`src/rtl/core/kbi_pkg.sv`:
```
`timescale 1ns / 1ps
// ----------------------------------------------------------------------------
// kbi_pkg
// Shared types, constants and the base letter decoder of the k-mer bucket
// indexer.
// ----------------------------------------------------------------------------
package kbi_pkg;

  localparam int unsigned KEY_W          = 16;
  localparam int unsigned CNT_W          = 32;
  localparam int unsigned FIELD_W        = 32;
  localparam int unsigned HEAD_DEPTH     = 65536;
  localparam int unsigned KMER_LEN_DEF   = 8;
  localparam int unsigned ENTRY_BITS_DEF = 32;

  localparam logic [31:0] SEQ_OFFSET_RST = 32'd1;

  localparam logic ACT_PUSH = 1'b0;
  localparam logic ACT_READ = 1'b1;

  localparam logic [7:0] LETTER_A = 8'h41;
  localparam logic [7:0] LETTER_C = 8'h43;
  localparam logic [7:0] LETTER_G = 8'h47;
  localparam logic [7:0] LETTER_T = 8'h54;

  localparam logic [1:0] CODE_A = 2'd0;
  localparam logic [1:0] CODE_C = 2'd1;
  localparam logic [1:0] CODE_G = 2'd2;
  localparam logic [1:0] CODE_T = 2'd3;

  typedef struct packed {
    logic       known;
    logic [1:0] code;
  } base_t;

  // Work handed from the key roller to the head table stage
  typedef struct packed {
    logic             ins;
    logic             rd;
    logic [KEY_W-1:0] key;
    logic [CNT_W-1:0] ix;
  } issue_t;

  typedef struct packed {
    logic             en;
    logic [KEY_W-1:0] key;
  } wr_t;

  function automatic base_t base_decode(input logic [7:0] letter);
    base_t res;
    res.known = 1'b1;
    res.code  = CODE_A;
    case (letter)
      LETTER_A: res.code = CODE_A;
      LETTER_C: res.code = CODE_C;
      LETTER_G: res.code = CODE_G;
      LETTER_T: res.code = CODE_T;
      default: begin
        res.known = 1'b0;
        res.code  = CODE_A;
      end
    endcase
    return res;
  endfunction

endpackage

```
`src/rtl/core/kbi_update.sv`:
```
`timescale 1ns / 1ps
// ----------------------------------------------------------------------------
// kbi_update
// Head table stage: takes the registered read, forwards a write to the same
// bucket made at the read edge, writes the new head back and fills the
// output register.
// ----------------------------------------------------------------------------
module kbi_update #(
  parameter int unsigned KMER_LEN   = kbi_pkg::KMER_LEN_DEF,
  parameter int unsigned ENTRY_BITS = kbi_pkg::ENTRY_BITS_DEF
) (
  input  logic                  clk_i,
  input  logic                  rst_ni,
  input  logic                  accept_i,
  input  kbi_pkg::issue_t       issue_i,
  input  logic [ENTRY_BITS-1:0] entry_i,
  input  logic [31:0]           seq_offset_i,
  input  logic [ENTRY_BITS-1:0] rd_data_i,
  output logic                  take_o,
  output kbi_pkg::wr_t          wr_o,
  output logic [ENTRY_BITS-1:0] wr_data_o,
  output logic                  m_valid_o,
  input  logic                  m_ready_i,
  output logic                  m_entry_valid_o,
  output logic [31:0]           m_entry_index_o,
  output logic [31:0]           m_position_o,
  output logic [31:0]           m_next_entry_o,
  output logic [15:0]           m_bucket_key_o,
  output logic [31:0]           m_head_entry_o
);

  localparam logic [31:0] K_LAST = 32'(KMER_LEN - 1);

  logic                      s1_valid_q, s1_valid_d;
  logic                      s1_ins_q;
  logic [kbi_pkg::KEY_W-1:0] s1_key_q;
  logic [kbi_pkg::CNT_W-1:0] s1_ix_q;
  logic [ENTRY_BITS-1:0]     s1_entry_q;
  logic                      s1_fwd_q;
  logic [ENTRY_BITS-1:0]     s1_fwd_data_q;
  logic                      s1_move;
  logic                      load;
  logic [ENTRY_BITS-1:0]     head;

  logic        m_valid_q, m_valid_d;
  logic        m_ev_q;
  logic [31:0] m_idx_q, m_pos_q, m_next_q, m_head_q;
  logic [15:0] m_key_q;

  always_comb begin
    s1_move   = s1_valid_q && (!m_valid_q || m_ready_i);
    take_o    = !s1_valid_q || s1_move;
    load      = accept_i && (issue_i.ins || issue_i.rd);
    head      = s1_fwd_q ? s1_fwd_data_q : rd_data_i;
    wr_o.en   = s1_move && s1_ins_q;
    wr_o.key  = s1_key_q;
    wr_data_o = s1_entry_q;

    s1_valid_d = s1_valid_q;
    if (load) begin
      s1_valid_d = 1'b1;
    end else if (s1_move) begin
      s1_valid_d = 1'b0;
    end

    m_valid_d = m_valid_q;
    if (s1_move) begin
      m_valid_d = 1'b1;
    end else if (m_ready_i) begin
      m_valid_d = 1'b0;
    end
  end

  always_ff @(posedge clk_i or negedge rst_ni) begin
    if (!rst_ni) begin
      s1_valid_q <= 1'b0;
      m_valid_q  <= 1'b0;
    end else begin
      s1_valid_q <= s1_valid_d;
      m_valid_q  <= m_valid_d;
    end
  end

  // The read issued at this edge misses a write to the same bucket at this edge
  always_ff @(posedge clk_i) begin
    if (load) begin
      s1_ins_q      <= issue_i.ins;
      s1_key_q      <= issue_i.key;
      s1_ix_q       <= issue_i.ix;
      s1_entry_q    <= entry_i;
      s1_fwd_q      <= wr_o.en && (wr_o.key == issue_i.key);
      s1_fwd_data_q <= s1_entry_q;
    end
    if (s1_move) begin
      m_ev_q <= s1_ins_q;
      if (s1_ins_q) begin
        m_idx_q  <= 32'(s1_entry_q);
        m_pos_q  <= s1_ix_q - K_LAST + seq_offset_i;
        m_next_q <= 32'(head);
        m_key_q  <= s1_key_q;
        m_head_q <= '0;
      end else begin
        m_idx_q  <= '0;
        m_pos_q  <= '0;
        m_next_q <= '0;
        m_key_q  <= '0;
        m_head_q <= 32'(head);
      end
    end
  end

  assign m_valid_o       = m_valid_q;
  assign m_entry_valid_o = m_ev_q;
  assign m_entry_index_o = m_idx_q;
  assign m_position_o    = m_pos_q;
  assign m_next_entry_o  = m_next_q;
  assign m_bucket_key_o  = m_key_q;
  assign m_head_entry_o  = m_head_q;

endmodule

```
`config.mk`:
```
export PLATFORM = sky130hd
export DESIGN_NAME = kbi_update
export DESIGN_NICKNAME = d
export VERILOG_FILES = /design/src/rtl/core/kbi_pkg.sv /design/src/rtl/core/kbi_update.sv
export SDC_FILE = /design/constraint.sdc
export NUM_CORES = 1
export LEC_CHECK = 0
export BUFFER_PORTS_ARGS = -buffer_cell sky130_fd_sc_hd__buf_2
export CAP_MARGIN = 20
export CORE_MARGIN = 5
export CORE_UTILIZATION = 40
export CTS_CLUSTER_DIAMETER = 50
export DETAILED_ROUTE_END_ITERATION = 16
export PLACE_DENSITY = 0.64
export SLEW_MARGIN = 20
export SYNTH_ARGS = -nofsm -noshare
export SYNTH_HDL_FRONTEND = slang
export SYNTH_SLANG_ARGS = --single-unit
```
`constraint.sdc`:
```
create_clock -name clk_i -period 9 [get_ports clk_i]
set_input_delay 0.9 -clock clk_i [delete_from_list [all_inputs] [get_ports clk_i]]
set_output_delay 0.9 -clock clk_i [all_outputs]
set_load 0.02 [all_outputs]
```
==> results.cfg, run 1 <==
[outcome]
run_status = complete, no violations

[placed_design]
placement.io_buffers = 345
finalWeightedCongestion = 0.8620
detailed_place_hpwl_mm = 20.74
dp_worst_setup_slack_ns = 5.314
dpl.cell_count = 1600
placement_cell_area_um2 = 13990

[cts]
total_setup_buffers_inserted_after_cts = 0
holdBufCountCts = 0
worst_skew_pair.late_latency_ns = 0.51
ctsLongestPathBuffers = 3
cts-htree-levels = 2
cts_tree = yes
number_of_buffers_inserted_during_clock_tree_synthesis = 36
post_cts_resize_count = 0
clockRootBuffer = sky130_fd_sc_hd__clkbuf_16
reg_clk_slew_reported_paths_ns = 0.05
cts_sinks = 261

[route]
met3_length_mm = 2.439
top_layer = met5
via_count = 7794
route.antenna.remaining_nets = 0
drc = 0
drt_first_iter_violations = 368
vias_per_cell = 4.675
first_pass_iters = 4
route.layer.met1.wl_mm = 11.80
met2_wirelength_mm = 13.46
wl_per_cell_um = 17.06
postRouteWirelength_mm = 28.44

[finish]
final_core_util_pct = 51.42
post_layout_nonfiller_instances = 1667
num-fill-cells = 2668
layout-area-overhead-vs-synth_pct = 27.87
layout.cell_area.non_filler_um2 = 15160
final_layout_size_suffix_gt1_share_pct = 32.47
number_of_nets_in_the_finished_design = 1460

[floorplan]
top_level_ports = 346
initial_utilization_pct = 40.21
die_width_um = 182.2
overall_die_height_um = 182.2
rows = 63
die_area_um2 = 33180
fp.coreArea_um2 = 29480

[yosys]
avgSynthCellArea_um2 = 13.32
synthMostInstantiatedCell = sky130_fd_sc_hd__edfxtp_1
netlist.area_leader.share_pct = 65.60
post_synth_most_frequent_cells = 259 x sky130_fd_sc_hd__edfxtp_1, 123 x sky130_fd_sc_hd__inv_1, 68 x sky130_fd_sc_hd__and2_1
number_of_synthesis_warnings = 0
yosys_most_used_dff = sky130_fd_sc_hd__edfxtp_1
async_flop_share_pct = 0.7663
synth_edf_count = 259
ys_seq_area_share_pct = 66.03
synth_area_um2 = 11860
synth_cell_type_count = 51
netlist_instances = 890
synth_area_leaders = sky130_fd_sc_hd__edfxtp_1 66%, sky130_fd_sc_hd__ha_1 6.4%, sky130_fd_sc_hd__inv_1 3.9%
synth_fp_nets = 1102
postSynthRegisterBits = 261
synth_top_cell_by_area = sky130_fd_sc_hd__edfxtp_1

[sta]
final_critical_path_setup_slack_ns = 5.833
finalHoldWorstSlack_ns = 0.1689
f_max_mhz = 315.8
finalHoldViolCount = 0
rsz0062_at_grt = no
finalCritPeriodShare_pct = 35.19
timing.max_slew.rel_slack_pct = 30.80
final.setup.tns_ns = 0
final_max_slew_viol_count = 0
setup_viol_count_final = 0
tightestPinTransition_ns = 1.038
finalWorstPathRequiredPeriod_ns = 3.167
final_clock_skew_ns = 0.01445

[critical_path]
worst-endpoint-required_ns = 9.26
path_cells = buf_2, ha_1, ha_1, fa_1, a21o_1, nand4_1, a21oi_1, o31ai_2, a21oi_1, or3_1, and3_1
rr_startpoint = s1_ix_q[1]
r2r-end = m_position_o[31]
crit_path_start = seq_offset_i[1]
timing.critical_path.from_type = input port
worst-r2r-setup-slack_ns = 5.98
cp_slowest_cell = sky130_fd_sc_hd__fa_1
critPathArrivalTime_ns = 3.43
timing.critical_path.fanout_max = 4
slowest_delay_ns = 0.41
endpoint = m_position_o[31]
criticalPathCategory = in2reg
timing.critical_path.to_type = register
r2r.worst_path.cells = 10

[flow_run]
timing.max_cap.violations = 0

[min_path]
hold_path.class = in2async

[pwr]
p_per_area_nw_per_um2 = 236.0
peakVddDrop_v = 0.0001414
total_power_mw = 3.578
cellLeakagePower_nw = 6.664

[global_route]
gr-usage-all-layers_pct = 16.40
grt_antenna_before_repair = 9
maximum_number_of_pins_on_one_net_before_global_route_repair = 121
grt_pass1_vias = 7872
grt.overflow.total = 0
grt_pass1_wl_mm = 43.31
-- cell families after synthesis --
kind of cell               after synthesis  share of synthesized area (%)
AOI/OAI and AO/OA                      107                          6.048
and+or+nand+nor                        235                          10.63
xor gates and xnor gates                35                          2.586
buffers and inverters                  152                          4.897
adders and majority gates               62                          6.607
DFF                                    261                          66.03
muxes                                   38                          3.208
-- critical path: cells and delay by family --
family                   cells  cell delay (ns)
adder cells (fa/ha/maj)      3             0.92
AO/OA/AOI/OAI                4             0.80
AND/OR/NAND/NOR              3             0.70
buffers and inverters        1             0.10
-- layout by cell type (no fill, tap or decap), drive strengths merged, types with 2 or more instances in the layout --
master | Yosys | final
nand2b | 8 | 8
and3b | 2 | 2
a221o | 3 | 3
a21boi | 2 | 2
o211ai | 2 | 2
clkbuf | 22 | 44
buf | 7 | 349
o2111ai | 2 | 2
a221oi | 2 | 2
mux2i | 38 | 38
nand3 | 8 | 8
and3 | 9 | 9
o22ai | 2 | 2
xnor2 | 26 | 26
clkinv | 0 | 11
a211o | 3 | 3
bufinv | 0 | 2
nor2b | 34 | 34
diode | 0 | 2
a211oi | 2 | 2
a31oi | 6 | 6
a21o | 20 | 20
clkinvlp | 0 | 4
a21oi | 35 | 35
nor3 | 7 | 7
dfrtp | 2 | 2
and2 | 68 | 68
xor2 | 9 | 9
o21a | 5 | 5
nand2 | 33 | 33
nor2 | 48 | 48
edfxtp | 259 | 259
ha | 61 | 61
nand4 | 12 | 12
inv | 123 | 127
o21ai | 17 | 17
nor4 | 2 | 2
-- metal layers --
| layer | global-route usage, % | up-vias |
|---|---|---|
| met4 | 4.833 | 14 |
| li1 | - | 3846 |
| met3 | 5.202 | 60 |
| met2 | 26.75 | 278 |
| met1 | 21.12 | 3596 |
| met5 | 0 | - |
-- report_power, final --
part	leakage [nW]	internal [mW]	switching (mW)	total, mW
sequential	2.53	1.49	0.0436	1.53
clock	0.558	0.836	0.522	1.36
combinational	3.57	0.256	0.431	0.687
total	6.66	2.58	0.997	3.58
-- worst min-delay path by stage --
| stage | to | slack, ns | cells past startpoint | from |
|---|---|---|---|---|
| finish | m_valid_o | 0.17 | 1 | rst_ni |
| global route | m_valid_o | 0.15 | 1 | rst_ni |
| CTS | m_valid_o | 0.14 | 1 | rst_ni |
| detailed placement | s1_fwd_data_q[17] | 0.45 | 0 | wr_data_o[17] |
| global placement | s1_fwd_data_q[17] | 0.44 | 0 | wr_data_o[17] |
| floorplan | m_valid_o | 0.46 | 1 | s1_valid_q |
-- flip-flops by register name (all words and copies together), names as in the netlist --
register and count:
wr_data_o 32, m_valid_o 1, s1_ins_q 1, m_position_o 32, s1_key_q 16, s1_ix_q 32
s1_fwd_q 1, m_head_entry_o 32, m_next_entry_o 32, s1_fwd_data_q 32, s1_valid_q 1, m_entry_valid_o 1
m_bucket_key_o 16, m_entry_index_o 32
-- cell type report --
| class | count | area, um2 | area share (%) |
|---|---|---|---|
| diodes | 2 | 5.005 | 0.03301 |
| clock buffers | 44 | 973.4 | 6.421 |
| clock inverters | 21 | 191.4 | 1.263 |
| inverters | 123 | 464.2 | 3.062 |
| multi-input cells | 477 | 3450 | 22.76 |
| flip-flops and latches | 261 | 7828 | 51.63 |
| well taps | 390 | 488.0 | 3.219 |
| repair buffers | 349 | 1760 | 11.61 |
(Power assumes the default switching activity.)
==> inputs of run 2 (changes only) <==
--- a/config.mk
+++ b/config.mk
@@ -5,13 +5,14 @@
 export SDC_FILE = /design/constraint.sdc
 export NUM_CORES = 1
 export LEC_CHECK = 0
+export ABC_AREA = 1
 export BUFFER_PORTS_ARGS = -buffer_cell sky130_fd_sc_hd__buf_2
 export CAP_MARGIN = 20
 export CORE_MARGIN = 5
 export CORE_UTILIZATION = 40
 export CTS_CLUSTER_DIAMETER = 50
 export DETAILED_ROUTE_END_ITERATION = 16
-export PLACE_DENSITY = 0.64
+export PLACE_DENSITY = 0.66
 export SLEW_MARGIN = 20
 export SYNTH_ARGS = -nofsm -noshare
 export SYNTH_HDL_FRONTEND = slang
==> constraint.sdc (replaced) <==
create_clock -name clk_i -period 2.6 [get_ports clk_i]
set_input_delay 0.26 -clock clk_i [delete_from_list [all_inputs] [get_ports clk_i]]
set_output_delay 0.26 -clock clk_i [all_outputs]
set_load 0.02 [all_outputs]
==> run 2 against run 1 <==
Against the previous run: die area increased by 3.4%; cell area increased by 9.2%; non-clock buffer count increased by 88; sequential cell count unchanged; largest cell class unchanged.
==> results.cfg, run 2 <==
[outcome]
run_status = complete, no violations

[yosys]
number_of_synthesis_warnings = 0
async_flop_share_pct = 0.7663
synth_area_um2 = 12280
netlist.area_leader.share_pct = 63.31
postSynthRegisterBits = 261
netlist_instances = 1171
synth_top_cell_by_area = sky130_fd_sc_hd__edfxtp_1
ys_seq_area_share_pct = 63.72
synthMostInstantiatedCell = sky130_fd_sc_hd__inv_1
synth_fp_nets = 1383
yosys_most_used_dff = sky130_fd_sc_hd__edfxtp_1
synth_area_leaders = sky130_fd_sc_hd__edfxtp_1 63%, sky130_fd_sc_hd__inv_1 8.3%, sky130_fd_sc_hd__nand2_1 8.0%
synth_cell_type_count = 34
avgSynthCellArea_um2 = 10.49
synth_edf_count = 259
post_synth_most_frequent_cells = 273 x sky130_fd_sc_hd__inv_1, 262 x sky130_fd_sc_hd__nand2_1, 259 x sky130_fd_sc_hd__edfxtp_1

[global_route]
grt_pass1_vias = 9417
grt_antenna_before_repair = 0
gr-usage-all-layers_pct = 18.88
grt.overflow.total = 0
maximum_number_of_pins_on_one_net_before_global_route_repair = 114
grt_pass1_wl_mm = 51.09

[floorplan]
die_area_um2 = 34320
top_level_ports = 346
overall_die_height_um = 185.2
initial_utilization_pct = 40.37
rows = 64
die_width_um = 185.2
fp.coreArea_um2 = 30430

[finish]
layout-area-overhead-vs-synth_pct = 34.75
number_of_nets_in_the_finished_design = 1839
post_layout_nonfiller_instances = 2050
final_layout_size_suffix_gt1_share_pct = 26.26
num-fill-cells = 2635
mostFrequentLayoutCell = sky130_fd_sc_hd__buf_2
highest_count_cells_in_the_layout_ignoring_fill_and_taps = 345 x sky130_fd_sc_hd__buf_2, 271 x sky130_fd_sc_hd__inv_1, 260 x sky130_fd_sc_hd__nand2_1
final_core_util_pct = 54.40
layout.cell_area.non_filler_um2 = 16550

[critical_path]
critPathArrivalTime_ns = 2.64
criticalPathCategory = reg2reg
path_cells = ha_1, ha_1, fa_1, nand3_1, nand3_1, nand2_1, nand2_1, a21oi_1, nand2_1, nand2_1, nor2_1
timing.critical_path.from_type = register
slowest_delay_ns = 0.45
timing.critical_path.fanout_max = 4
cp_common_cell = sky130_fd_sc_hd__nand2_1
worst-endpoint-required_ns = 2.85
cp_slowest_cell = sky130_fd_sc_hd__fa_1
timing.critical_path.to_type = register
worst-r2r-setup-slack_ns = 0.21

[route]
top_layer = met4
postRouteWirelength_mm = 33.72
wl_per_cell_um = 16.45
vias_per_cell = 4.627
first_pass_iters = 5
drc = 0
route.layer.met1.wl_mm = 14.15
met3_length_mm = 2.334
drt_first_iter_violations = 593
met2_wirelength_mm = 16.30
via_count = 9485
route.antenna.remaining_nets = 0

[placed_design]
placement.io_buffers = 345
placement_cell_area_um2 = 14580
detailed_place_hpwl_mm = 24.21
finalWeightedCongestion = 0.8895
dpl.cell_count = 1903

[sta]
final_clock_skew_ns = 0.01348
timing.max_slew.rel_slack_pct = 46.23
f_max_mhz = 418.3
finalHoldViolCount = 0
final_max_slew_viol_count = 0
rsz0062_at_grt = no
tightestPinTransition_ns = 0.8066
setup_viol_count_final = 0
finalHoldWorstSlack_ns = 0.06917
finalWorstPathRequiredPeriod_ns = 2.390
finalCritPeriodShare_pct = 91.94

[cts]
cts-htree-levels = 2
clockRootBuffer = sky130_fd_sc_hd__clkbuf_16
worst_skew_pair.late_latency_ns = 0.50
number_of_buffers_inserted_during_clock_tree_synthesis = 36
ctsLongestPathBuffers = 3
total_setup_buffers_inserted_after_cts = 0
cts_tree = yes
cts_sinks = 261
reg_clk_slew_reported_paths_ns = 0.05

[min_path]
hold_path.class = in2reg

[pwr]
p_per_area_nw_per_um2 = 768.2
peakVddDrop_v = 0.0005390
cellLeakagePower_nw = 8.182

[flow_run]
timing.max_cap.violations = 0
[run 2: changes by cell type in the layout (fill, tap and decap cells not counted), sizes merged, moves of 34 or more]
cell | before | now
and2 | 68 | 5
dlygate4sd3 | 0 | 82
inv | 127 | 277
nand2 | 33 | 269
nor2 | 48 | 127
nor2b | 34 | 0
[run 2: metrics by stage]
step	setup WS, ns	TNS, ns	total power, mW
floorplan	-0.5206	-75.49	7.070
global placement	0.2309	0	7.961
detailed placement	0.1678	0	8.002
CTS	0.1573	0	12.84
global route	0.004277	0	13.35
finish	0.2096	0	12.72
[run 2: cells by family after synthesis]
group	count (synthesis)	synth area share, %
adder cells (fa/ha/maj)	62	6.376
AO/OA/AOI/OAI	67	3.005
AND/OR/NAND/NOR	447	14.64
XOR/XNOR	8	0.5703
multiplexers	32	2.607
flip-flops	261	63.72
buffers and inverters	294	9.085
[run 2: final timing paths]
| path | startpoint | to | cells after the start |
|---|---|---|---|
| worst max-delay path | s1_ix_q[1] | m_position_o[17] | 11 |
| worst min-delay path | issue_i[48] | s1_valid_q | 3 |
| worst max register to register | s1_ix_q[1] | m_position_o[17] | 11 |
| worst min register to register | wr_data_o[7] | s1_fwd_data_q[7] | 0 |
| max in group asynchronous | rst_ni | m_valid_o | 2 |
| min in group asynchronous | rst_ni | m_valid_o | 2 |
[run 2: cell type report]
type / instances / area [um2] / area share, %
inverter: 275 / 1040 / 6.281
timing repair buffer: 437 / 2685 / 16.22
sequential: 261 / 7829 / 47.29
tap: 396 / 495.5 / 2.993
clock buffer: 38 / 908.4 / 5.488
multi-input combinational: 616 / 3354 / 20.26
clock inverter: 26 / 239.0 / 1.444
antenna: 1 / 2.502 / 0.01512
[run 2: repair_timing]
item,in CTS,in global routing
endpoints found under the setup margin,0,2
resized for setup,0,1
hold buffers,81,1
endpoints found under the hold margin,82,1
[run 2: where the power goes]
| part | internal, mW | switching [mW] | leakage [nW] |
|---|---|---|---|
| Sequential | 5.17 | 0.173 | 2.54 |
| Clock | 2.86 | 1.84 | 0.561 |
| Combinational | 0.898 | 1.77 | 5.09 |
[run 2: critical path, delay by kind of cell, from the launching register on]
kind                       cells  cell delay [ns]
AOI/OAI and AO/OA              1             0.19
and+or+nand+nor                7             0.61
DFF                            1             0.37
adders and majority gates      3             0.98
[run 2: per-layer routing]
metal | vias up | track usage, %
li1 | 4670 | -
met1 | 4417 | 25.31
met2 | 336 | 31.39
met3 | 62 | 3.515
met4 | 0 | 5.696
met5 | - | 0
==> inputs of run 3 (changes only) <==
--- a/config.mk
+++ b/config.mk
@@ -12,7 +12,7 @@
 export CORE_UTILIZATION = 40
 export CTS_CLUSTER_DIAMETER = 50
 export DETAILED_ROUTE_END_ITERATION = 16
-export PLACE_DENSITY = 0.66
+export PLACE_DENSITY = 0.64
 export SLEW_MARGIN = 20
 export SYNTH_ARGS = -nofsm -noshare
 export SYNTH_HDL_FRONTEND = slang
==> constraint.sdc (replaced) <==
create_clock -name clk_i -period 3 [get_ports clk_i]
set_input_delay 0.3 -clock clk_i [delete_from_list [all_inputs] [get_ports clk_i]]
set_output_delay 0.3 -clock clk_i [all_outputs]
set_load 0.02 [all_outputs]
==> run 3 against run 2 <==
Against the previous run: largest power group unchanged; clock power down 13%; maximum frequency down 2.2%; non-clock buffer count down 2; clock skew up 0.0052 ns; core utilization down 0.16 points.
==> results.cfg, run 3 (synthesized netlist as in run 2, its figures left out) <==
[outcome]
run_status = complete, no violations

[floorplan]
top_level_ports = 346
die_area_um2 = 34320
overall_die_height_um = 185.2
rows = 64
fp.coreArea_um2 = 30430
die_width_um = 185.2
initial_utilization_pct = 40.37

[route]
drt_first_iter_violations = 445
first_pass_iters = 6
vias_per_cell = 4.568
route.antenna.remaining_nets = 0
via_count = 9338
wl_per_cell_um = 16.22
drc = 0
postRouteWirelength_mm = 33.15

[global_route]
grt_pass1_wl_mm = 50.16
grt.overflow.total = 0
gr-usage-all-layers_pct = 18.51
grt_pass1_vias = 9306
maximum_number_of_pins_on_one_net_before_global_route_repair = 115
grt_antenna_before_repair = 0

[finish]
layout-area-overhead-vs-synth_pct = 34.34
layout.cell_area.non_filler_um2 = 16500
mostFrequentLayoutCell = sky130_fd_sc_hd__buf_2
final_layout_size_suffix_gt1_share_pct = 25.68
number_of_nets_in_the_finished_design = 1836
post_layout_nonfiller_instances = 2044
final_core_util_pct = 54.24
num-fill-cells = 2714
highest_count_cells_in_the_layout_ignoring_fill_and_taps = 345 x sky130_fd_sc_hd__buf_2, 271 x sky130_fd_sc_hd__inv_1, 260 x sky130_fd_sc_hd__nand2_1

[placed_design]
dp_worst_setup_slack_ns = 0.5056
dpl.cell_count = 1902
finalWeightedCongestion = 0.8772
detailed_place_hpwl_mm = 23.67
placement_cell_area_um2 = 14540
placement.io_buffers = 345

[flow_run]
timing.max_cap.violations = 0

[cts]
worst_skew_pair.late_latency_ns = 0.50
cts_sinks = 261
reg_clk_slew_reported_paths_ns = 0.05
ctsLongestPathBuffers = 3
cts_tree = yes
cts-htree-levels = 2
clockRootBuffer = sky130_fd_sc_hd__clkbuf_16
total_setup_buffers_inserted_after_cts = 0
number_of_buffers_inserted_during_clock_tree_synthesis = 35

[min_path]
hold_path.class = in2reg

[critical_path]
cp_common_cell = sky130_fd_sc_hd__nand2_1
cp_slowest_cell = sky130_fd_sc_hd__fa_1
timing.critical_path.from_type = register
timing.critical_path.to_type = register
path_cells = ha_1, ha_1, fa_1, nand3_1, nand3_1, nand2_1, nand2_1, a21oi_1, nand2_1, nand2_1, nor2_1
critPathArrivalTime_ns = 2.69
slowest_delay_ns = 0.46
timing.critical_path.fanout_max = 4
worst-endpoint-required_ns = 3.25
criticalPathCategory = reg2reg

[pwr]
cellLeakagePower_nw = 8.139
peakVddDrop_v = 0.0005075
p_per_area_nw_per_um2 = 668.9
total_power_mw = 11.04

[sta]
finalCritPeriodShare_pct = 81.45
final_critical_path_setup_slack_ns = 0.5566
tightestPinTransition_ns = 0.8025
finalWorstPathRequiredPeriod_ns = 2.443
final_max_slew_viol_count = 0
finalHoldViolCount = 0
timing.max_slew.rel_slack_pct = 46.50
final_clock_skew_ns = 0.01864
f_max_mhz = 409.3
rsz0062_at_grt = no
setup_viol_count_final = 0
[run 3: changes by cell type in the layout (fill, tap and decap cells not counted), sizes merged]
cell	before	now
bufinv	3	5
clkbuf	38	44
clkinv	17	7
clkinvlp	4	6
dlygate4sd3	82	81
buf	355	354
inv	277	273
[run 3: area by class of cell]
cell class                      instances  area, um2  share of cell area, %
Clock inverter                         16      239.0                  1.448
Antenna cell                            1      2.502                0.01516
Inverter                              275       1040                  6.300
Timing Repair Buffer                  435       2643                  16.01
Clock buffer                           44      909.6                  5.512
Tap cell                              396      495.5                  3.002
Sequential cell                       261       7829                  47.44
Multi-Input combinational cell        616       3346                  20.27
[run 3: what timing repair did]
action	in CTS	in global routing
endpoints found under the setup margin	0	0
hold buffers	81	0
gates resized for setup	0	0
hold endpoints to repair	82	0
[run 3: path summary, 6_finish.rpt]
kind | startpoint | to | slack, ns | cells past startpoint
max | s1_ix_q[1] | m_position_o[17] | 0.56 | 11
max reg2reg | s1_ix_q[1] | m_position_o[17] | 0.56 | 11
min in group asynchronous | rst_ni | s1_valid_q | 0.10 | 2
min reg2reg | wr_data_o[22] | s1_fwd_data_q[22] | 0.48 | 0
max in group asynchronous | rst_ni | m_valid_o | 2.79 | 2
min | issue_i[2] | s1_ix_q[2] | 0.03 | 1
[run 3: power by group]
part	leakage, nW	total [mW]	internal [mW]	switching, mW
registers	2.54	4.63	4.48	0.145
clock network	0.539	4.10	2.59	1.52
logic	5.06	2.31	0.768	1.54
total	8.14	11.0	7.84	3.20
[run 3: per-stage QoR]
stage,hold WS [ns],TNS (ns)
after floorplan,0.004409,-17.49
after global placement,0.08703,0
after detailed placement,0.08806,0
after CTS,0.002895,0
after global routing,0.003503,0
final,0.02524,0
[run 3: worst max-delay path, delay by kind of cell, from the launching register on]
family	cells	cell delay, ns
AOI/OAI and AO/OA	1	0.21
and+or+nand+nor	7	0.64
adders and majority gates	3	1.00
DFF	1	0.36
[run 3: routing by layer]
metal	vias up	global-route usage (%)	routed length, um	part of all wire, %
met5	-	0	0	0
met4	0	5.578	898	2.7
met3	60	3.653	2414	7.3
met2	316	30.42	15710	47
met1	4294	25.00	14130	43
li1	4668	-	-	-
