**config.mk**
```make
export PLATFORM = sky130hd
export DESIGN_NAME = kbi_roller
export DESIGN_NICKNAME = d
export VERILOG_FILES = /design/src/rtl/core/kbi_pkg.sv /design/src/rtl/core/kbi_roller.sv
export SDC_FILE = /design/constraint.sdc
export NUM_CORES = 1
export LEC_CHECK = 0
export BUFFER_PORTS_ARGS = -buffer_cell sky130_fd_sc_hd__buf_2
export CORE_ASPECT_RATIO = 1.75
export CORE_MARGIN = 1
export CORE_UTILIZATION = 63
export CTS_BUF_LIST = sky130_fd_sc_hd__clkbuf_8
export CTS_CLUSTER_DIAMETER = 80
export CTS_CLUSTER_SIZE = 20
export DETAILED_ROUTE_END_ITERATION = 10
export PLACE_DENSITY_LB_ADDON = 0.1
export RECOVER_POWER = 25
export SLEW_MARGIN = 20
export SYNTH_ARGS = -nofsm -noshare
export SYNTH_HDL_FRONTEND = slang
export SYNTH_SLANG_ARGS = --single-unit
```
**constraint.sdc**
```tcl
create_clock -name clk_i -period 19.2 [get_ports clk_i]
set_input_delay 3.84 -clock clk_i [delete_from_list [all_inputs] [get_ports clk_i]]
set_output_delay 3.84 -clock clk_i [all_outputs]
set_load 0.01 [all_outputs]
```
**src/rtl/core/kbi_pkg.sv**
```systemverilog
`timescale 1ns / 1ps
// ----------------------------------------------------------------------------
// kbi_pkg
// Shared types, constants and the base letter decoder of the k-mer bucket
// indexer.
// ----------------------------------------------------------------------------
package kbi_pkg;

  localparam int unsigned KEY_W          = 16;
  localparam int unsigned CNT_W          = 32;
  localparam int unsigned FIELD_W        = 32;
  localparam int unsigned HEAD_DEPTH     = 65536;
  localparam int unsigned KMER_LEN_DEF   = 8;
  localparam int unsigned ENTRY_BITS_DEF = 32;

  localparam logic [31:0] SEQ_OFFSET_RST = 32'd1;

  localparam logic ACT_PUSH = 1'b0;
  localparam logic ACT_READ = 1'b1;

  localparam logic [7:0] LETTER_A = 8'h41;
  localparam logic [7:0] LETTER_C = 8'h43;
  localparam logic [7:0] LETTER_G = 8'h47;
  localparam logic [7:0] LETTER_T = 8'h54;

  localparam logic [1:0] CODE_A = 2'd0;
  localparam logic [1:0] CODE_C = 2'd1;
  localparam logic [1:0] CODE_G = 2'd2;
  localparam logic [1:0] CODE_T = 2'd3;

  typedef struct packed {
    logic       known;
    logic [1:0] code;
  } base_t;

  // Work handed from the key roller to the head table stage
  typedef struct packed {
    logic             ins;
    logic             rd;
    logic [KEY_W-1:0] key;
    logic [CNT_W-1:0] ix;
  } issue_t;

  typedef struct packed {
    logic             en;
    logic [KEY_W-1:0] key;
  } wr_t;

  function automatic base_t base_decode(input logic [7:0] letter);
    base_t res;
    res.known = 1'b1;
    res.code  = CODE_A;
    case (letter)
      LETTER_A: res.code = CODE_A;
      LETTER_C: res.code = CODE_C;
      LETTER_G: res.code = CODE_G;
      LETTER_T: res.code = CODE_T;
      default: begin
        res.known = 1'b0;
        res.code  = CODE_A;
      end
    endcase
    return res;
  endfunction

endpackage

```
**src/rtl/core/kbi_roller.sv**
```systemverilog
`timescale 1ns / 1ps
// ----------------------------------------------------------------------------
// kbi_roller
// Rolling k-mer key, N mask, base counter and free entry counter. Decides
// per item whether an entry is inserted and which bucket is addressed.
// ----------------------------------------------------------------------------
module kbi_roller #(
  parameter int unsigned KMER_LEN   = kbi_pkg::KMER_LEN_DEF,
  parameter int unsigned ENTRY_BITS = kbi_pkg::ENTRY_BITS_DEF
) (
  input  logic                       clk_i,
  input  logic                       rst_ni,
  input  logic                       accept_i,
  input  logic                       action_i,
  input  logic [7:0]                 base_letter_i,
  input  logic                       seq_start_i,
  input  logic [kbi_pkg::KEY_W-1:0]  query_key_i,
  input  logic [31:0]                seq_offset_i,
  output kbi_pkg::issue_t            issue_o,
  output logic [ENTRY_BITS-1:0]      entry_o
);

  localparam int unsigned KEY_BITS = (2 * KMER_LEN > kbi_pkg::KEY_W) ?
                                     kbi_pkg::KEY_W : 2 * KMER_LEN;
  localparam logic [kbi_pkg::KEY_W-1:0] KEY_MASK =
    kbi_pkg::KEY_W'((33'd1 << KEY_BITS) - 33'd1);
  localparam logic [kbi_pkg::CNT_W-1:0] K_LEN  = kbi_pkg::CNT_W'(KMER_LEN);
  localparam logic [kbi_pkg::CNT_W-1:0] K_LAST = kbi_pkg::CNT_W'(KMER_LEN - 1);

  logic [kbi_pkg::KEY_W-1:0] key_q, key_d, key0, key1;
  logic [kbi_pkg::CNT_W-1:0] mask_q, mask_d, mask0, mask1;
  logic [kbi_pkg::CNT_W-1:0] cnt_q, cnt_d, ix;
  logic [ENTRY_BITS-1:0]     free_q, free_d, free0;
  kbi_pkg::base_t            base;
  logic                      emit;
  logic                      push;

  always_comb begin
    push  = (action_i == kbi_pkg::ACT_PUSH);
    base  = kbi_pkg::base_decode(base_letter_i);
    key0  = seq_start_i ? '0 : key_q;
    mask0 = seq_start_i ? '0 : mask_q;
    ix    = seq_start_i ? '0 : cnt_q;
    free0 = seq_start_i ? seq_offset_i[ENTRY_BITS-1:0] : free_q;

    mask1 = base.known ? mask0 : ix + K_LEN;
    key1  = {key0[kbi_pkg::KEY_W-3:0], base.code} & KEY_MASK;
    emit  = (ix >= K_LAST) && (ix >= mask1);

    issue_o.ins = push && emit;
    issue_o.rd  = !push;
    issue_o.key = push ? key1 : query_key_i;
    issue_o.ix  = ix;
    entry_o     = free0;

    key_d  = key_q;
    mask_d = mask_q;
    cnt_d  = cnt_q;
    free_d = free_q;
    if (accept_i && push) begin
      key_d  = key1;
      mask_d = mask1;
      cnt_d  = ix + kbi_pkg::CNT_W'(1);
      free_d = emit ? free0 + ENTRY_BITS'(1) : free0;
    end
  end

  always_ff @(posedge clk_i or negedge rst_ni) begin
    if (!rst_ni) begin
      key_q  <= '0;
      mask_q <= '0;
      cnt_q  <= '0;
      free_q <= kbi_pkg::SEQ_OFFSET_RST[ENTRY_BITS-1:0];
    end else begin
      key_q  <= key_d;
      mask_q <= mask_d;
      cnt_q  <= cnt_d;
      free_q <= free_d;
    end
  end

endmodule

```
==> results of run 1 <==
## power by group through the flow
stage | Clock (µW) | Sequential [µW] | Combinational (µW)
6_report | 151 | 264 | 132
5_1_grt | 160 | 267 | 147
2_1_floorplan | 0 | 262 | 91.4
4_1_cts | 150 | 264 | 132
3_5_place_dp | 0 | 268 | 131
3_3_place_gp | 0 | 268 | 129
## registers in the layout, summed over array words and instances (netlist names)
register and cells:
free_q 32, key_q 14, cnt_q 32, mask_q 32
## worst min path at each step
stage                                 from                     end  slack [ps]  depth (start not counted)
finish               free_q[0]$_DFFE_PN1P_   free_q[0]$_DFFE_PN1P_         480                          2
global route        mask_q[21]$_DFFE_PN0P_  mask_q[21]$_DFFE_PN0P_         520                          2
CTS                  free_q[0]$_DFFE_PN1P_   free_q[0]$_DFFE_PN1P_         490                          2
detailed placement  free_q[20]$_DFFE_PN0P_  free_q[20]$_DFFE_PN0P_         470                          2
global placement     free_q[3]$_DFFE_PN0P_   free_q[3]$_DFFE_PN0P_         450                          2
floorplan            free_q[3]$_DFFE_PN0P_   free_q[3]$_DFFE_PN0P_         440                          2
## cells in the final DEF (no fill, tap or decap), types with 9 or more instances in the layout
| master | n |
|---|---|
| sky130_fd_sc_hd__nand2_1 | 192 |
| sky130_fd_sc_hd__xnor2_1 | 24 |
| sky130_fd_sc_hd__dfrtp_1 | 109 |
| sky130_fd_sc_hd__and3_1 | 18 |
| sky130_fd_sc_hd__nand4_1 | 23 |
| sky130_fd_sc_hd__o31ai_1 | 9 |
| sky130_fd_sc_hd__clkbuf_8 | 9 |
| sky130_fd_sc_hd__nor3_1 | 18 |
| sky130_fd_sc_hd__o21ai_0 | 91 |
| sky130_fd_sc_hd__inv_1 | 16 |
| sky130_fd_sc_hd__nand3_1 | 46 |
| sky130_fd_sc_hd__xor2_1 | 17 |
| sky130_fd_sc_hd__and4_1 | 9 |
| sky130_fd_sc_hd__a21oi_1 | 48 |
| sky130_fd_sc_hd__nor2_1 | 61 |
| sky130_fd_sc_hd__nor4_1 | 15 |
| sky130_fd_sc_hd__mux2i_1 | 14 |
| sky130_fd_sc_hd__mux2_2 | 21 |
| sky130_fd_sc_hd__and2_1 | 12 |
| sky130_fd_sc_hd__ha_1 | 34 |
| sky130_fd_sc_hd__buf_2 | 140 |
| sky130_fd_sc_hd__a31oi_1 | 12 |
| sky130_fd_sc_hd__nor2b_1 | 38 |
## cell families (layout without fill, tap and decap cells)
group	Yosys count	in the layout	share of synthesized area
simple gates	477	477	0.3005
compound gates	221	221	0.1700
flops	110	110	0.3435
buf+inv	78	180	0.04121
xor+xnor	41	41	0.04479
mux	35	35	0.04698
fa+ha+maj	34	34	0.05307
## worst register-to-register path, stage by stage (launching register included)
cell and delay (ps):
sky130_fd_sc_hd__dfrtp_1 600, sky130_fd_sc_hd__nor2b_1 300, sky130_fd_sc_hd__ha_1 240, sky130_fd_sc_hd__nand4_1 230, sky130_fd_sc_hd__nor3_1 450, sky130_fd_sc_hd__and2_1 270, sky130_fd_sc_hd__nand3_1 170, sky130_fd_sc_hd__nor2_1 180
sky130_fd_sc_hd__a21oi_1 90, sky130_fd_sc_hd__ha_1 360, sky130_fd_sc_hd__nand4_1 120, sky130_fd_sc_hd__nor3_1 310, sky130_fd_sc_hd__a221oi_1 150, sky130_fd_sc_hd__o211ai_1 210, sky130_fd_sc_hd__o21a_1 350, sky130_fd_sc_hd__nand2_1 400
sky130_fd_sc_hd__o311a_1 480, sky130_fd_sc_hd__a221o_1 270
## through the flow
stage          hold WS [ps]  instance area (µm²)
2_1_floorplan         442.2                 8016
3_3_place_gp          454.4                 8726
3_5_place_dp          469.8                 8726
4_1_cts               485.8                 8929
5_1_grt               520.4                 8921
6_report              483.7                 8921
## routing by layer
| metal | track usage | routed length (µm) | up-vias |
|---|---|---|---|
| li1 | - | - | 3760 |
| met1 | 0.3826 | 8420 | 3716 |
| met2 | 0.6277 | 11720 | 301 |
| met3 | 0.04850 | 1029 | 98 |
| met4 | 0.2303 | 1326 | 0 |
| met5 | 0 | 0 | - |
## cell type report
type                    instances  area, µm²
fillers                      1114       3511
repair buffers                148      753.2
inverters                      16      60.06
flip-flops and latches        110       2754
multi-input cells             808       4941
clock buffers                   9      123.9
clock inverters                 7      78.83
well taps                     168      210.2
==> impl_summary.txt, run 1 <==
----------------------------------------------------
[GRT]
  Maximum number of pins on one net before global-route repair ... 89
  First-pass GRT wire length ... 36250 µm
  All-layer global routing usage ... 0.3523
  Number of antenna violations at the first check in global routing ... 0
  Via count of the first global-routing pass ... 7699
  Total grt overflow ... 0

[Placed design]
  Count of input and output buffers ... 142
  Total instance count after detailed placement ... 1250
  Final weighted congestion in routability-driven placement ... 0.9509
  Final HPWL from detailed placement ... 16440 µm
  Worst Setup Slack post-DPL ... 6631 ps

[Worst setup path]
  Most used cell along the critical path ... sky130_fd_sc_hd__buf_4
  Crit Path Max Fanout ... 72
  Setup crit start kind ... input pin
  RR Endpoint ... free_q[22]$_DFFE_PN0P_
  Worst path cell trace ... buf_4 > buf_4 > inv_1 > buf_4 > nand4_1 > nor3_1 > and2_1 > nand3_1 > nor2_1 > a21oi_1 > ha_1 > nand4_1 > nor3_1 > a221oi_1 > o211ai_1 > o21a_1 > nand2_1 > nor2_1 > buf_2
  CP Capture Type ... primary output
  Master of the slowest instance on the critical path ... sky130_fd_sc_hd__nor3_1
  Delay of the slowest critical-path stage ... 450 ps
  Worst path arrival time ... 8850 ps
  Capture point of the worst path ... issue_o[49]
  Worst reg-to-reg setup slack ... 13920 ps
  Launch point of the worst reg-to-reg path ... cnt_q[3]$_DFFE_PN0P_
  Req. time, crit path ... 15360 ps
  Number of buffers and inverters on the critical path ... 5
  Length in cells of the worst reg-to-reg path ... 17
  Cell type group with the largest total delay on the critical path ... simple AND/OR/NAND/NOR gates
  WP depth ... 19
  Worst setup path class ... in2out
  Launching element of the worst setup path ... seq_start_i

[Synthesis]
  Async S/R FF share, synth ... 1.000
  Seq/Total Area, Yosys ... 0.3435
  Most area-hungry cell type in the Yosys netlist ... sky130_fd_sc_hd__dfrtp_1
  Number of enable-type register cells in the synthesized netlist ... 0
  Avg Inst Size Synth ... 8.049 µm²
  Net count after synthesis ... 1091
  Most used flip-flop cell after synthesis ... sky130_fd_sc_hd__dfrtp_1
  Synthesized instance count ... 996
  Synthesis warning total ... 0
  Synth top area cells ... sky130_fd_sc_hd__dfrtp_1 (34%), sky130_fd_sc_hd__nand2_1 (9.0%), sky130_fd_sc_hd__o21ai_0 (5.7%), sky130_fd_sc_hd__ha_1 (5.3%), sky130_fd_sc_hd__a21oi_1 (3.0%)
  Top cells by instance count after synthesis ... sky130_fd_sc_hd__nand2_1 (192), sky130_fd_sc_hd__dfrtp_1 (109), sky130_fd_sc_hd__o21ai_0 (91)
  Number of storage elements in the synthesis netlist ... 110
  Top cell type's share of synthesized area ... 0.3403
  Count leader, synth ... sky130_fd_sc_hd__nand2_1
  Summed instance area of the synthesized netlist ... 0.008016 mm²
  Distinct cell type count after synthesis ... 74

[Floorplanning]
  Chip Width ... 87.27 µm
  Die height ... 151.2 µm
  Area inside the core boundary ... 0.01243 mm²
  Top-level port count ... 143
  Std cell rows ... 54
  Effective utilization at floorplan ... 0.6448
  Die area ... 0.01320 mm²

[CTS]
  Total clock sinks ... 110
  Latest clock arrival within the worst-skew pair ... 400 ps
  Clock transition at the registers of the reported paths ... 100 ps
  Buffers inserted during post-CTS setup optimization ... 0
  Num CTS Buffers ... 9
  Buffer cell driving the clock tree root ... sky130_fd_sc_hd__clkbuf_8
  Htree depth ... 3
  Clock Path Buffers ... 2
  Number of gates given a new drive strength after cts ... 0
  Clock tree from TritonCTS ... done
  Hold buffers post-CTS ... 0

[Power]
  Switching part of the total ... 0.3373
  Total power per unit cell area ... 61.30 mW/mm²
  Lkg Pwr ... 0.004071 µW
  NetSw ... 184.4 µW
  Share of total power in sequential cells ... 0.483
  Clock network fraction of total power ... 0.275
  Share of total power in combinational logic ... 0.241
  IR Drop Worst-Case VDD ... 50.16 µV
  Overall power after layout ... 546.9 µW
  Cell-internal power ... 362.5 µW

[Run status]
  Violations in the final reports ... max-capacitance violations, max-slew violations
  Outcome ... finished, violations left

[STA]
  Post-route clock period utilization ... 0.6611
  Post-Route Setup TNS ... 0 ps
  Maximum clock frequency ... 0.07878 GHz
  RSZ-0062 raised after global routing ... false
  Transition time at the pin with the least slew margin ... 4046 ps
  Max transition margin ... -1.697
  Shortest period the worst path allows ... 12690 ps
  Final Hold Violating Endpoints ... 0
  Final-report max-slew violation count ... 113
  Setup clock skew after layout ... 14.88 ps
  Setup Viol. Count Final ... 0
  Minimum setup slack in the final design ... 6507 ps

[Routing]
  Total number of vias ... 7875
  Post-detailed-route count of antenna-violating nets ... 0
  Via density ... 6.220
  Starting DRT DRC Count ... 445
  Routed wirelength normalized by instance count ... 17.77 µm
  Number of detailed-routing iterations run before antenna repair ... 6
  Residual DRC count ... 0
  Routed WL ... 22500 µm

[Final layout]
  Nets@finish ... 1188
  Final Util ... 0.7176
  Antenna diode count ... 0
  Fin cells ... 1266
  Share of post-route cells with drive strength above 1 ... 0.1876
  Syn-to-layout area delta ... 11.28%

[Worst hold path]
  Class of the most critical hold timing path ... reg2reg

[Flow run]
  # Max-Cap Violations ... 2

----------------------------------------------------
(Power assumes the default switching activity.)
==> run 2, diff against run 1 <==
CORE_UTILIZATION = 59   (was 63)
clock period = 12 ns   (was 19.2 ns; I/O delays follow)
==> run 2 against run 1 <==
  * Sequential power rose by 60%
  * Critical path type unchanged
  * Critical path depth is 1 lower
  * Die area increased by 6.7%
  * Clock skew increased by 0.52 ps
  * Count of clock-buffer cells in the layout is 1 higher
  * The run still ends with max-capacitance violations, max-slew violations left
  * Largest power group unchanged
  * Critical endpoint unchanged
  * Core utilization down 4.6 points
==> impl_summary.txt, run 2 (synthesis results as in run 1) <==
----------------------------------------------------
[Run status]
  Outcome ... finished, violations left
  Violations in the final reports ... max-capacitance violations, max-slew violations

[CTS]
  Total clock sinks ... 110 (unchanged)
  Clock Path Buffers ... 2 (unchanged)
  Clock tree from TritonCTS ... done
  Hold buffers post-CTS ... 0 (unchanged)
  Buffers inserted during post-CTS setup optimization ... 0 (unchanged)
  Number of gates given a new drive strength after cts ... 0 (unchanged)
  Buffer cell driving the clock tree root ... sky130_fd_sc_hd__clkbuf_8
  Clock transition at the registers of the reported paths ... 110 ps (about the same)
  Htree depth ... 3 (unchanged)
  Num CTS Buffers ... 9 (unchanged)
  Latest clock arrival within the worst-skew pair ... 390 ps (about the same)

[Routing]
  Total number of vias ... 7874 (-0.013%)
  Post-detailed-route count of antenna-violating nets ... 0 (unchanged)
  Starting DRT DRC Count ... 499 (+12%)
  Number of detailed-routing iterations run before antenna repair ... 5 (-1)
  Via density ... 6.190 (-0.48%)
  Routed wirelength normalized by instance count ... 17.82 µm (+0.30%)
  Residual DRC count ... 0 (unchanged)
  Routed WL ... 22670 µm (+0.77%)

[Floorplanning]
  Die height ... 156.2 µm (+3.3%)
  Std cell rows ... 56 (+3.7%)
  Die area ... 0.01408 mm² (+6.7%)
  Effective utilization at floorplan ... 0.6022 (-0.04267)
  Area inside the core boundary ... 0.01331 mm² (+7.1%)
  Chip Width ... 90.12 µm (+3.3%)
  Top-level port count ... 143 (unchanged)

[Final layout]
  Largest registers ranked by flip-flop count ... cnt_q: 32 flops, free_q: 32 flops, mask_q: 32 flops
  Area of the multi-input gates ... 0.004941 mm² (unchanged)
  Share of post-route cells with drive strength above 1 ... 0.1876 (unchanged)
  Sequential cell area ... 0.002754 mm² (unchanged)
  Antenna diode count ... 0 (unchanged)
  Most common cell after layout, fill and taps aside ... sky130_fd_sc_hd__nand2_1
  Syn-to-layout area delta ... 11.50%
  Filler instances ... 1227 (+10%)
  Nets@finish ... 1188 (unchanged)
  Most used cells in the layout excluding fill and tap cells ... sky130_fd_sc_hd__nand2_1 (192), sky130_fd_sc_hd__buf_2 (140), sky130_fd_sc_hd__dfrtp_1 (109)

[GRT]
  Number of antenna violations at the first check in global routing ... 0 (unchanged)
  Via count of the first global-routing pass ... 7666 (-0.43%)
  Maximum number of pins on one net before global-route repair ... 91 (+2.2%)
  Total grt overflow ... 0 (unchanged)
  All-layer global routing usage ... 0.3309 (-0.02142)
  Global routing usage on met3 ... 0.04142 (-0.007078)
  First-pass GRT wire length ... 37190 µm (+2.6%)
  GR met1 Demand/Resource ... 0.3692 (-0.01338)
  Grt peak-use layer ... met2
  M2 GR Usage ... 0.6114 (-0.01632)

[Power]
  Total power per unit cell area ... 98.97 mW/mm² (+61%)
  IR Drop Worst-Case VDD ... 61.52 µV (+23%)
  Lkg Pwr ... 0.004071 µW (about the same)

[STA]
  Transition time at the pin with the least slew margin ... 3487 ps (-558.6 ps)
  Post-Route Setup TNS ... 0 ps (unchanged)
  Minimum setup slack in the final design ... 2606 ps (-3901 ps)
  Maximum clock frequency ... 0.1065 GHz
  Setup Viol. Count Final ... 0 (unchanged)
  Final-report max-slew violation count ... 113 (unchanged)
  Shortest period the worst path allows ... 9394 ps
  RSZ-0062 raised after global routing ... false
  Setup clock skew after layout ... 15.39 ps (+0.5167 ps)
  Fin Hold WS ... 488.7 ps (+5.058 ps)
  Max transition margin ... -1.325 (+0.3724)
  Final Hold Violating Endpoints ... 0 (unchanged)
  Post-route clock period utilization ... 0.7828

[Placed design]
  Final weighted congestion in routability-driven placement ... 0.9294 (-2.3%)
  Count of input and output buffers ... 142 (unchanged)
  Worst Setup Slack post-DPL ... 2698 ps (-3933 ps)
  Final HPWL from detailed placement ... 16640 µm (+1.2%)

[Worst setup path]
  Delay of the slowest critical-path stage ... 430 ps (-20 ps)
  Worst setup path class ... in2out
  Req. time, crit path ... 9600 ps (-5760 ps)
  Master of the slowest instance on the critical path ... sky130_fd_sc_hd__and4b_1
  CP Capture Type ... primary output
  Crit Path Max Fanout ... 75 (+4.2%)
  Worst path cell trace ... buf_4 > and4b_1 > and4_1 > and2_1 > and4_1 > nand3_1 > xor2_1 > nor3_1 > a31oi_1 > ha_1 > nand4_1 > nor3_1 > a221oi_1 > o211ai_1 > o21a_1 > nand2_1 > nor2_1 > buf_2
  Setup crit start kind ... input pin
  Worst reg-to-reg setup slack ... 6770 ps (-7150 ps)
  Worst path arrival time ... 6990 ps (-1860 ps)

[Worst hold path]
  Class of the most critical hold timing path ... reg2reg

[Flow run]
  # Max-Cap Violations ... 2 (unchanged)

----------------------------------------------------
==> run 2: critical path, delay by kind of cell <==
kind / cells / cell delay (ps)
and+or+nand+nor: 10 / 2650
AOI/OAI and AO/OA: 4 / 860
buffers and inverters: 2 / 510
adders and majority gates: 1 / 360
xor gates and xnor gates: 1 / 180
==> run 2: area by class of cell <==
type,instances,share of cell area
clock buffer,10,0.01540
clock inverter,6,0.008399
inverter,16,0.006719
multi-input combinational,808,0.5528
sequential,110,0.3081
tap,174,0.02436
timing repair buffer,148,0.08427
==> run 2: path summary, 6_finish.rpt <==
path	from	endpoint	cells past startpoint
max	seq_start_i	issue_o[49]	18
max reg2reg	cnt_q[3]$_DFFE_PN0P_	free_q[22]$_DFFE_PN0P_	17
max in group asynchronous	rst_ni	mask_q[25]$_DFFE_PN0P_	2
min in group asynchronous	rst_ni	mask_q[12]$_DFFE_PN0P_	1
min reg2reg	free_q[3]$_DFFE_PN0P_	free_q[3]$_DFFE_PN0P_	2
min	free_q[3]$_DFFE_PN0P_	free_q[3]$_DFFE_PN0P_	2
==> run 2: through the flow <==
step,std cells,power [µW],instance area (µm²),util
after detailed placement,1256,642.5,8733,0.6560
after floorplan,996,566.0,8016,-
after global placement,1256,637.6,8733,0.6560
final,1272,884.6,8939,0.6714
after global routing,1272,926.4,8939,0.6714
after CTS,1272,887.5,8946,0.6720
==> run 2: power breakdown <==
| group | leakage, µW | switching, µW | total (µW) | internal [µW] |
|---|---|---|---|---|
| clock network | 0.000106 | 143 | 249 | 106 |
| logic | 0.00250 | 129 | 212 | 82.6 |
| registers | 0.00147 | 25.3 | 423 | 398 |
| total | 0.00407 | 298 | 885 | 587 |
==> run 2: per-layer routing <==
| layer | part of all wire | vias to the layer above |
|---|---|---|
| met3 | 0.044 | 68 |
| met4 | 0.040 | 0 |
| li1 | - | 3747 |
| met5 | 0 | - |
| met1 | 0.38 | 3776 |
| met2 | 0.54 | 283 |
==> run 3, diff against run 2 <==
CORE_UTILIZATION = 53   (was 59)
clock period = 8 ns   (was 12 ns; I/O delays follow)
==> run 3 against run 2 <==
  * The flow still finishes with violations (max-capacitance violations, max-slew violations)
  * Combinational power grew 51%
  * Critical endpoint unchanged
  * Critical path type unchanged
  * Clock power grew 43%
  * Critical path depth is the same
  * Hold slack lost 3.3 ps
  * Design area grew 0.52%
==> impl_summary.txt, run 3 (synthesis results as in run 1) <==
----------------------------------------------------
[Routing]
  Number of detailed-routing iterations run before antenna repair ... 5 (unchanged)
  Routed WL ... 23040 µm (+1.6%)
  Via density ... 5.980 (-3.4%)
  Residual DRC count ... 0 (unchanged)
  Starting DRT DRC Count ... 437 (-12%)
  Total number of vias ... 7696 (-2.3%)
  Post-detailed-route count of antenna-violating nets ... 0 (unchanged)
  Routed wirelength normalized by instance count ... 17.90 µm (+0.46%)

[GRT]
  First-pass GRT wire length ... 37240 µm (+0.13%)
  Via count of the first global-routing pass ... 7543 (-1.6%)
  Maximum number of pins on one net before global-route repair ... 85 (-6.6%)
  Number of antenna violations at the first check in global routing ... 0 (unchanged)
  Total grt overflow ... 0 (unchanged)
  All-layer global routing usage ... 0.3073 (-0.02362)

[Final layout]
  Sequential cell area ... 0.002754 mm² (unchanged)
  Share of post-route cells with drive strength above 1 ... 0.1920 (+0.004415)
  Final Util ... 0.6055 (-0.06590)
  Filler instances ... 1444 (+18%)
  Area of the multi-input gates ... 0.004941 mm² (unchanged)
  Most common cell after layout, fill and taps aside ... sky130_fd_sc_hd__nand2_1
  Largest registers ranked by flip-flop count ... cnt_q: 32 flops, free_q: 32 flops, mask_q: 32 flops
  Nets@finish ... 1194 (+0.51%)
  Most used cells in the layout excluding fill and tap cells ... sky130_fd_sc_hd__nand2_1 (192), sky130_fd_sc_hd__buf_2 (140), sky130_fd_sc_hd__dfrtp_1 (109)
  Syn-to-layout area delta ... 12.08%
  Antenna diode count ... 0 (unchanged)

[STA]
  Max transition margin ... -1.426 (-0.1016)
  Shortest period the worst path allows ... 7237 ps
  Maximum clock frequency ... 0.1382 GHz
  Transition time at the pin with the least slew margin ... 3640 ps (+152.4 ps)
  Post-Route Setup TNS ... 0 ps (unchanged)
  RSZ-0062 raised after global routing ... false
  Final-report max-slew violation count ... 113 (unchanged)
  Post-route clock period utilization ... 0.9046
  Setup Viol. Count Final ... 0 (unchanged)
  Setup clock skew after layout ... 14.81 ps (-0.5812 ps)
  Minimum setup slack in the final design ... 763.0 ps (-1843 ps)
  Final Hold Violating Endpoints ... 0 (unchanged)

[CTS]
  Num CTS Buffers ... 9 (unchanged)
  Hold buffers post-CTS ... 0 (unchanged)
  Number of gates given a new drive strength after cts ... 0 (unchanged)
  Total clock sinks ... 110 (unchanged)
  Clock tree from TritonCTS ... done
  Buffers inserted during post-CTS setup optimization ... 0 (unchanged)
  Clock transition at the registers of the reported paths ... 110 ps (about the same)
  Clock Path Buffers ... 2 (unchanged)
  Buffer cell driving the clock tree root ... sky130_fd_sc_hd__clkbuf_8
  Latest clock arrival within the worst-skew pair ... 410 ps (+20 ps)
  Htree depth ... 3 (unchanged)

[Worst setup path]
  Setup crit start kind ... input pin
  Worst reg-to-reg setup slack ... 2900 ps (-3870 ps)
  Master of the slowest instance on the critical path ... sky130_fd_sc_hd__nor4_1
  Worst path arrival time ... 5640 ps (-1350 ps)
  Length in cells of the worst reg-to-reg path ... 18 (+1)
  Crit Path Max Fanout ... 39 (-48%)
  Worst path cell trace ... buf_4 > nor2b_1 > ha_1 > nand4_1 > nor4_1 > nand3_1 > and3_1 > a21oi_1 > o32a_1 > ha_1 > nand2_1 > o21ai_0 > nand4_1 > o211ai_1 > o21a_1 > nand2_1 > nor2_1 > buf_2
  Launch point of the worst reg-to-reg path ... cnt_q[3]$_DFFE_PN0P_
  Capture point of the worst path ... issue_o[49]
  Delay of the slowest critical-path stage ... 650 ps (+220 ps)
  Launching element of the worst setup path ... seq_start_i
  RR Endpoint ... free_q[22]$_DFFE_PN0P_
  Worst setup path class ... in2out
  Req. time, crit path ... 6400 ps (-3200 ps)
  CP Capture Type ... primary output

[Placed design]
  Final weighted congestion in routability-driven placement ... 0.9387 (+1.0%)
  Worst Setup Slack post-DPL ... 857.4 ps (-1840 ps)
  Final HPWL from detailed placement ... 17220 µm (+3.4%)
  Count of input and output buffers ... 142 (unchanged)

[Power]
  NetSw ... 461.4 µW (+55%)
  Clock network fraction of total power ... 0.272 (-0.010)
  Share of total power in combinational logic ... 0.244 (+0.004)
  IR Drop Worst-Case VDD ... 89.30 µV (+45%)
  Total power per unit cell area ... 145.9 mW/mm² (+47%)
  Cell-internal power ... 849.8 µW (+45%)
  Overall power after layout ... 1311 µW (+48%)
  Lkg Pwr ... 0.004099 µW (+0.71%)
  Share of total power in sequential cells ... 0.483 (+0.004)
  Switching part of the total ... 0.3519 (+0.01536)

[Run status]
  Violations in the final reports ... max-capacitance violations, max-slew violations
  Outcome ... finished, violations left

[Floorplanning]
  Die area ... 0.01564 mm² (+11%)
  Area inside the core boundary ... 0.01484 mm² (+11%)
  Effective utilization at floorplan ... 0.5403 (-0.06190)
  Top-level port count ... 143 (unchanged)
  Std cell rows ... 59 (+5.4%)
  Chip Width ... 94.97 µm (+5.4%)
  Die height ... 164.7 µm (+5.4%)

[Worst hold path]
  Min-Delay Path Depth ... 2 (unchanged)
  Class of the most critical hold timing path ... reg2reg

[Flow run]
  # Max-Cap Violations ... 2 (unchanged)

----------------------------------------------------
[run 3: changes by cell type in the layout (fill, tap and decap cells not counted)]
cell	change
sky130_fd_sc_hd__clkbuf_8	-1
sky130_fd_sc_hd__inv_8	+3
sky130_fd_sc_hd__bufinv_16	-1
sky130_fd_sc_hd__buf_4	+6
sky130_fd_sc_hd__clkinvlp_4	-1
sky130_fd_sc_hd__inv_6	-2
sky130_fd_sc_hd__clkinv_4	+1
sky130_fd_sc_hd__clkinv_8	+1
[run 3: critical path, delay by kind of cell]
kind,cells,cell delay (ps)
adder cells (fa/ha/maj),2,430
AND/OR/NAND/NOR,9,2060
AO/OA/AOI/OAI,5,1130
buffers and inverters,2,380
[run 3: how the worst min path moves through the flow]
| stage | startpoint | to | slack, ps |
|---|---|---|---|
| finish | free_q[20]$_DFFE_PN0P_ | free_q[20]$_DFFE_PN0P_ | 490 |
| global route | key_q[9]$_DFFE_PN0P_ | key_q[9]$_DFFE_PN0P_ | 510 |
| CTS | free_q[20]$_DFFE_PN0P_ | free_q[20]$_DFFE_PN0P_ | 490 |
| detailed placement | free_q[20]$_DFFE_PN0P_ | free_q[20]$_DFFE_PN0P_ | 470 |
| global placement | free_q[3]$_DFFE_PN0P_ | free_q[3]$_DFFE_PN0P_ | 460 |
| floorplan | free_q[3]$_DFFE_PN0P_ | free_q[3]$_DFFE_PN0P_ | 440 |
[run 3: metal layers]
metal / wire length (µm) / part of all wire / global-route usage / up-vias
met4: 962 / 0.042 / 0.1488 / 0
met3: 852 / 0.037 / 0.04006 / 67
li1: - / - / - / 3763
met1: 8993 / 0.39 / 0.3442 / 3635
met5: 0 / 0 / 0 / -
met2: 12240 / 0.53 / 0.5602 / 231
[run 3: cell type report]
class                      count  area share
tap                          183     0.02548
multi-input combinational    808      0.5499
sequential                   110      0.3065
clock buffer                   9     0.01379
clock inverter                 7    0.008773
inverter                      16    0.006684
timing repair buffer         154     0.08885
[run 3: metrics by stage]
stage / instance area [µm²] / hold slack [ps] / std cells
6_report: 8985 / 485.5 / 1287
5_1_grt: 8985 / 514.8 / 1287
4_1_cts: 8992 / 493.7 / 1287
3_5_place_dp: 8790 / 466.7 / 1271
3_3_place_gp: 8790 / 458.3 / 1271
2_1_floorplan: 8016 / 442.2 / 996
[run 3: power by group through the flow]
stage | registers (µW) | clock network (µW) | logic [µW]
finish | 634 | 357 | 320
global route | 640 | 381 | 358
CTS | 633 | 360 | 322
detailed placement | 644 | 0 | 321
global placement | 643 | 0 | 318
floorplan | 630 | 0 | 219
